<file path="config.mk">
export PLATFORM = sky130hd
export DESIGN_NAME = multi_alarm_deadline_table_core
export DESIGN_NICKNAME = d
export VERILOG_FILES = /design/src/rtl/madt_pkg.sv /design/src/rtl/madt_apb_regs.sv /design/src/rtl/multi_alarm_deadline_table_core.sv
export SDC_FILE = /design/constraint.sdc
export NUM_CORES = 2
export LEC_CHECK = 0
export BUFFER_PORTS_ARGS = -buffer_cell sky130_fd_sc_hd__buf_4
export CAP_MARGIN = 5
export CORE_ASPECT_RATIO = 0.9
export CORE_MARGIN = 4
export CORE_UTILIZATION = 42
export DETAILED_ROUTE_END_ITERATION = 8
export PLACE_DENSITY = 0.59
export SYNTH_ARGS = -nofsm -noshare
export SYNTH_HDL_FRONTEND = slang
export SYNTH_SLANG_ARGS = --single-unit
</file>
<file path="constraint.sdc">
create_clock -name clk -period 8.85 [get_ports clk]
set_clock_uncertainty 0.15 [all_clocks]
set_input_delay 0 -clock clk [delete_from_list [all_inputs] [get_ports clk]]
set_output_delay 0 -clock clk [all_outputs]
set_load 0.005 [all_outputs]
</file>
<file path="src/rtl/madt_pkg.sv">
package madt_pkg;

  localparam int unsigned CFG_AW = 3;

  localparam logic [1:0] MODE_SET    = 2'd0;
  localparam logic [1:0] MODE_EXPIRE = 2'd1;
  localparam logic [1:0] MODE_POLL   = 2'd2;

  localparam logic REG_TPS = 1'b0;

  localparam logic [31:0] TPS_RESET   = 32'd10000000;
  localparam logic [63:0] NO_DEADLINE = 64'hFFFF_FFFF_FFFF_FFFF;
  localparam logic [15:0] COUNT_MAX   = 16'hFFFF;

  typedef struct packed {
    logic [1:0]  mode;
    logic [63:0] now;
    logic [31:0] delay_seconds;
  } in_t;

  typedef struct packed {
    logic [63:0] compare_value;
    logic [15:0] polled_count;
    logic        pending;
    logic        stored;
  } out_t;

endpackage

</file>
<file path="src/rtl/madt_apb_regs.sv">
module madt_apb_regs (
  input  logic                        clk,
  input  logic                        rst_n,
  input  logic                        cfg_psel,
  input  logic                        cfg_penable,
  input  logic                        cfg_pwrite,
  input  logic [madt_pkg::CFG_AW-1:0] cfg_paddr,
  input  logic [31:0]                 cfg_pwdata,
  output logic [31:0]                 cfg_prdata,
  output logic                        cfg_pready,
  output logic [31:0]                 tps
);

  logic [31:0] tps_r;
  logic        wr_en;

  assign cfg_pready = 1'b1;
  assign wr_en = cfg_psel && cfg_penable && cfg_pwrite && cfg_pready
                 && (cfg_paddr[2] == madt_pkg::REG_TPS);

  always_ff @(posedge clk) begin
    if (!rst_n) begin
      tps_r <= madt_pkg::TPS_RESET;
    end else if (wr_en) begin
      tps_r <= cfg_pwdata;
    end
  end

  assign cfg_prdata = (cfg_paddr[2] == madt_pkg::REG_TPS) ? tps_r : 32'd0;
  assign tps = tps_r;

endmodule

</file>
<file path="src/rtl/multi_alarm_deadline_table_core.sv">
// Each item runs through the states MUL, ADD, SCAN and OUT in that order: a multiply step,
// an add step, one pass over the slot memory with one slot read and one compare per cycle,
// then the result is handed off (held while out_stall is high) and the block re-arms.
// in_stall is high while an item is in flight or its result waits, so no new item is taken
// before the result of the last one has been taken.
// Reset (rst_n, synchronous): slot active bits, fired count and control are cleared,
// ticks_per_second returns to 10000000; slot deadlines are not cleared.
module multi_alarm_deadline_table_core #(
  parameter int unsigned ALARM_SLOTS = 16
) (
  input  logic                        clk,
  input  logic                        rst_n,
  input  logic                        in_valid,
  output logic                        in_stall,
  input  madt_pkg::in_t               in_data,
  output logic                        out_valid,
  input  logic                        out_stall,
  output madt_pkg::out_t              out_data,
  input  logic                        cfg_psel,
  input  logic                        cfg_penable,
  input  logic                        cfg_pwrite,
  input  logic [madt_pkg::CFG_AW-1:0] cfg_paddr,
  input  logic [31:0]                 cfg_pwdata,
  output logic [31:0]                 cfg_prdata,
  output logic                        cfg_pready
);

  localparam int unsigned IW = (ALARM_SLOTS > 1) ? $clog2(ALARM_SLOTS) : 1;
  localparam int unsigned CW = $clog2(ALARM_SLOTS + 1);
  localparam logic [CW-1:0] LAST = CW'(ALARM_SLOTS);

  typedef enum logic [2:0] {
    ST_IDLE,
    ST_MUL,
    ST_ADD,
    ST_SCAN,
    ST_OUT
  } state_t;

  state_t               state_r, state_nxt;
  logic [1:0]           mode_r, mode_nxt;
  logic [63:0]          now_r, now_nxt;
  logic [31:0]          secs_r, secs_nxt;
  logic [63:0]          prod_r, prod_nxt;
  logic [63:0]          deadline_r, deadline_nxt;
  logic [63:0]          best_r, best_nxt;
  logic                 placed_r, placed_nxt;
  logic [CW-1:0]        idx_r, idx_nxt;
  logic [ALARM_SLOTS-1:0] active_r, active_nxt;
  logic [15:0]          fired_r, fired_nxt;
  logic                 out_valid_r, out_valid_nxt;
  madt_pkg::out_t       out_data_r, out_data_nxt;
  logic [63:0]          rd_r;
  logic [63:0]          mem [ALARM_SLOTS];

  logic [31:0]          tps;
  logic [CW-1:0]        pidx;
  logic                 wr_en;
  logic                 cand_act;
  logic [63:0]          cand;

  madt_apb_regs u_regs (
    .clk        (clk),
    .rst_n      (rst_n),
    .cfg_psel   (cfg_psel),
    .cfg_penable(cfg_penable),
    .cfg_pwrite (cfg_pwrite),
    .cfg_paddr  (cfg_paddr),
    .cfg_pwdata (cfg_pwdata),
    .cfg_prdata (cfg_prdata),
    .cfg_pready (cfg_pready),
    .tps        (tps)
  );

  assign pidx = idx_r - CW'(1);

  always_comb begin
    state_nxt     = state_r;
    mode_nxt      = mode_r;
    now_nxt       = now_r;
    secs_nxt      = secs_r;
    prod_nxt      = prod_r;
    deadline_nxt  = deadline_r;
    best_nxt      = best_r;
    placed_nxt    = placed_r;
    idx_nxt       = idx_r;
    active_nxt    = active_r;
    fired_nxt     = fired_r;
    out_valid_nxt = out_valid_r;
    out_data_nxt  = out_data_r;
    wr_en         = 1'b0;
    cand_act      = 1'b0;
    cand          = rd_r;
    case (state_r)
      ST_IDLE: begin
        if (in_valid) begin
          mode_nxt  = in_data.mode;
          now_nxt   = in_data.now;
          secs_nxt  = in_data.delay_seconds;
          state_nxt = ST_MUL;
        end
      end
      ST_MUL: begin
        prod_nxt  = 64'(secs_r) * 64'(tps);
        state_nxt = ST_ADD;
      end
      ST_ADD: begin
        deadline_nxt = now_r + prod_r;
        best_nxt     = madt_pkg::NO_DEADLINE;
        placed_nxt   = 1'b0;
        idx_nxt      = '0;
        state_nxt    = ST_SCAN;
      end
      ST_SCAN: begin
        if (idx_r != '0) begin
          case (mode_r)
            madt_pkg::MODE_SET: begin
              if (!active_r[pidx[IW-1:0]] && !placed_r) begin
                active_nxt[pidx[IW-1:0]] = 1'b1;
                placed_nxt = 1'b1;
                wr_en      = 1'b1;
                cand       = deadline_r;
                cand_act   = 1'b1;
              end else begin
                cand_act = active_r[pidx[IW-1:0]];
              end
            end
            madt_pkg::MODE_EXPIRE: begin
              if (active_r[pidx[IW-1:0]] && (now_r >= rd_r)) begin
                active_nxt[pidx[IW-1:0]] = 1'b0;
                if (fired_r != madt_pkg::COUNT_MAX) begin
                  fired_nxt = fired_r + 16'd1;
                end
              end else begin
                cand_act = active_r[pidx[IW-1:0]];
              end
            end
            default: begin
              cand_act = active_r[pidx[IW-1:0]];
            end
          endcase
          if (cand_act && (cand < best_r)) begin
            best_nxt = cand;
          end
        end
        if (idx_r == LAST) begin
          out_data_nxt.compare_value = best_nxt;
          out_data_nxt.polled_count  = 16'd0;
          out_data_nxt.stored        = placed_nxt;
          if (mode_r == madt_pkg::MODE_POLL) begin
            out_data_nxt.polled_count = fired_r;
            fired_nxt = 16'd0;
          end
          out_data_nxt.pending = (fired_nxt != 16'd0);
          out_valid_nxt = 1'b1;
          state_nxt     = ST_OUT;
        end else begin
          idx_nxt = idx_r + CW'(1);
        end
      end
      ST_OUT: begin
        if (!out_stall) begin
          out_valid_nxt = 1'b0;
          state_nxt     = ST_IDLE;
        end
      end
      default: begin
        state_nxt = ST_IDLE;
      end
    endcase
  end

  always_ff @(posedge clk) begin
    if (!rst_n) begin
      state_r     <= ST_IDLE;
      active_r    <= '0;
      fired_r     <= 16'd0;
      out_valid_r <= 1'b0;
    end else begin
      state_r     <= state_nxt;
      active_r    <= active_nxt;
      fired_r     <= fired_nxt;
      out_valid_r <= out_valid_nxt;
    end
    mode_r     <= mode_nxt;
    now_r      <= now_nxt;
    secs_r     <= secs_nxt;
    prod_r     <= prod_nxt;
    deadline_r <= deadline_nxt;
    best_r     <= best_nxt;
    placed_r   <= placed_nxt;
    idx_r      <= idx_nxt;
    out_data_r <= out_data_nxt;
  end

  always_ff @(posedge clk) begin
    if (wr_en) begin
      mem[pidx[IW-1:0]] <= deadline_r;
    end
    if ((state_r == ST_SCAN) && (idx_r != LAST)) begin
      rd_r <= mem[idx_r[IW-1:0]];
    end
  end

  assign in_stall  = (state_r != ST_IDLE);
  assign out_valid = out_valid_r;
  assign out_data  = out_data_r;

  a_busy_after_accept: assert property (@(posedge clk) disable iff (!rst_n)
    (in_valid && !in_stall) |=> in_stall)
    else $error("input taken while an item is in flight");

  a_result_blocks_input: assert property (@(posedge clk) disable iff (!rst_n)
    out_valid |-> in_stall)
    else $error("input open while a result waits");

  a_stored_only_set: assert property (@(posedge clk) disable iff (!rst_n)
    (out_valid && out_data.stored) |-> (mode_r == madt_pkg::MODE_SET))
    else $error("stored flag outside set mode");

  a_polled_only_poll: assert property (@(posedge clk) disable iff (!rst_n)
    (out_valid && (out_data.polled_count != 16'd0)) |-> (mode_r == madt_pkg::MODE_POLL))
    else $error("polled count outside poll mode");

  a_pending_matches: assert property (@(posedge clk) disable iff (!rst_n)
    out_valid |-> (out_data.pending == (fired_r != 16'd0)))
    else $error("pending flag disagrees with fired count");

endmodule

</file>
==> flow_summary.yaml <==
outcome:
  outcome: "finished clean"
timing:
  post-route-period-util_pct: 97.4
  setup_viol: 0
  fmax_mhz: 116
  grt_setup_unrepaired: "false"
  slew_headroom_pct: 16.6
  final.setup.tns_ns: 0
  period_needed_ns: 8.62
  finalHoldViolations: 0
  tightest_slew_ns: 1.24
  whs_ns: 0.126
  slew_viol_final: 0
detailed_routing:
  first_pass_iters: 6
  drt_drc_violations_left: 0
  wl_mm: 266
  ant_nets: 0
  wire_per_inst_um: 24.0
  wl_met1_mm: 110
  vias: 60000
  drtIter0Drc: 5091
  routed-wl-met3_mm: 15.9
  topRoutingLayerUsed: "met5"
  via_per_inst: 5.42
  wl_met2_mm: 130
cts:
  path_clk_slew_ns: 0.06
  cts_tree: "yes"
  clock_latency_ns: 0.85
  cts_max_level: 4
  cts_sinks: 1534
  cts_root_buf: "clkbuf_16"
  cts_buffer_depth: 3
  cts_made_buffers: 163
placed_design:
  place.gp.congestion: 0.914
  hpwl_mm: 184
  portBuffers: 253
  dpl.cell_count: 10400
power_and_ir_drop:
  pwr-share-seq_pct: 27.1
  power.density_nw_per_um2: 320
  p_int_mw: 21.1
  power.share.clock_pct: 19.3
  p_comb_share_pct: 53.6
  p_sw_mw: 15.0
  p_total_mw: 36.0
  p_sw_share_pct: 41.5
  p_leak_nw: 44.5
  peakVddDrop_mv: 1.08
synthesis:
  synth.distinct_cells: 76
  synth_ff_type: "edfxtp_1"
  asyncSetResetFlopFracSynth_pct: 0
  synth_edf_count: 1466
  syn_area_per_cell_um2: 13.3
  synth-seq-cells: 1534
  synth_area_um2: 96800
  synth_area_leader_cell: "edfxtp_1"
  synth_top_area_share_pct: 45.5
  synth.area.top_cells: "edfxtp_1 45%, fa_1 19%, mux4_2 7.5%"
  yosysSeqAreaShare_pct: 46.9
  syn_nets: 8756
  synth_cells: 7260
  synthTopCellsByCount: "1466 x edfxtp_1, 1050 x inv_1, 897 x fa_1"
  yosysWarningCount: 0
  synth_most_common_cell: "edfxtp_1"
setup_path:
  cpMaxStageDelayCell: "fa_1"
  startpoint_type: "flip-flop"
  max_stage_delay_ns: 0.54
  cp_max_fo: 6
  endpoint_kind: "flip-flop"
  worstSetupPathType: "reg2reg"
  critPathTopFamily: "adder cells"
  crit_arrival_ns: 8.99
  crit_path_frequent_cell: "fa_1"
  cp_num_buf_inv: 5
  crit_required_ns: 9.22
  r2r_setup_slack_ns: 0.23
min_path:
  hold_path.class: "in2reg"
cells_and_area:
  layout.cells.non_filler: 11100
  fillerInstances: 19600
  fin_nets: 9407
  drive_gt1_share_pct: 14.1
  area_growth_pct: 16.1
flow_run:
  drv_cap: 0
grt:
  grt_start_max_net_pins: 110
  grt_pass1_vias: 63200
  grt_pass1_wl_mm: 403
  grt_overflow: 0
  grt_use_total_pct: 22.5
  antenna_found_initial: 7
die:
  die_w_um: 514
  rows: 166
  core_area_um2: 228000
  die_h_um: 463
  ios: 257
  dieArea_um2: 238000
  start_util_pct: 42.4
## area by class of cell
| type | count | area, um^2 | area share, % |
|---|---|---|---|
| Inverter | 1052 | 3970 | 3.53 |
| Sequential cell | 1534 | 45400 | 40.4 |
| Timing Repair Buffer | 834 | 7510 | 6.68 |
| Clock buffer | 198 | 4230 | 3.76 |
| Clock inverter | 99 | 1210 | 1.08 |
| Tap cell | 3024 | 3780 | 3.37 |
| Multi-Input combinational cell | 4326 | 46300 | 41.2 |
| Antenna cell | 2 | 5.00 | 0.00445 |
## sequential cells by signal, indices dropped and copies added (netlist names), 16 cells and up, named ones only
name        cells
out_data       82
secs_r         32
mem          1024
now_r          64
rd_r           64
u_regs.tps     32
fired_r        16
best_r         64
deadline_r     64
prod_r         64
## what timing repair did
item,CTS,global route
pin swaps,0,1
resized for setup,1,14
hold buffers,329,0
buffers inserted,0,7
endpoints found under the setup margin,1,9
hold endpoints to repair,200,0
cloned,0,0
## tightest hold or removal path: stages
cell	delay [ns]
dlygate4sd3_1	0.54
buf_4	0.18
nor2_1	0.05
nor2_1	0.09
a21oi_1	0.05
nor3_1	0.12
## power groups by stage
| stage | registers (mW) | logic [mW] | clock network (mW) |
|---|---|---|---|
| global placement | 9.90 | 18.9 | 0 |
| floorplan | 9.57 | 13.1 | 0 |
| finish | 9.76 | 19.3 | 6.96 |
| CTS | 9.77 | 19.2 | 7.11 |
| global route | 9.79 | 21.5 | 7.43 |
| detailed placement | 9.93 | 19.0 | 0 |
## placed cells by master, fill, tap and decap left out, types with 34 or more instances in the layout
| master | n |
|---|---|
| clkinv_1 | 35 |
| xor2_1 | 42 |
| and2_1 | 588 |
| or2_1 | 60 |
| nand4_1 | 46 |
| edfxtp_1 | 1466 |
| clkbuf_16 | 163 |
| nand3_1 | 53 |
| nor2_1 | 111 |
| o21ai_0 | 164 |
| dlygate4sd3_1 | 329 |
| mux2_1 | 48 |
| a21o_1 | 118 |
| nand2_1 | 691 |
| buf_4 | 471 |
| ha_1 | 459 |
| fa_1 | 897 |
| inv_1 | 1046 |
| dfxtp_1 | 60 |
| xnor2_1 | 82 |
| nor2b_1 | 60 |
| mux4_2 | 324 |
| o21a_1 | 34 |
| buf_12 | 34 |
| a21oi_1 | 205 |
## cells by family (layout without fill, tap and decap cells)
logic type,count (synthesis),in the layout,share of synthesized area (%)
adder cells (fa/ha/maj),1356,1356,24.5
buffers and inverters,1400,2183,5.45
AO/OA/AOI/OAI,693,693,4.53
flip-flops,1534,1534,46.9
other,1,3,0.00387
multiplexers,393,393,8.34
XOR/XNOR,124,124,1.12
AND/OR/NAND/NOR,1759,1759,9.19
## path summary, 6_finish.rpt
| kind | startpoint | endpoint | depth (start not counted) |
|---|---|---|---|
| worst max-delay path | secs_r[17] | prod_r[57] | 27 |
| worst min-delay path | in_valid | state_r[0] | 6 |
| worst max register to register | secs_r[17] | prod_r[57] | 27 |
| worst min register to register | flip-flop | flip-flop | 2 |
## metal layers
layer	track usage (%)	up-vias
met5	0	-
met4	8.01	2
met3	3.17	427
met2	37.0	1946
met1	30.6	31500
li1	-	26100
## through the flow
step	util, %	setup WS [ns]	instance area [um^2]
final	49.3	0.227	112000
after CTS	49.2	0.0183	112000
after detailed placement	45.4	0.0234	104000
after global placement	45.4	0.195	104000
after global routing	49.3	0.00219	112000
after floorplan	-	0.715	96800
No activity file was read; power rests on OpenSTA's default activity.
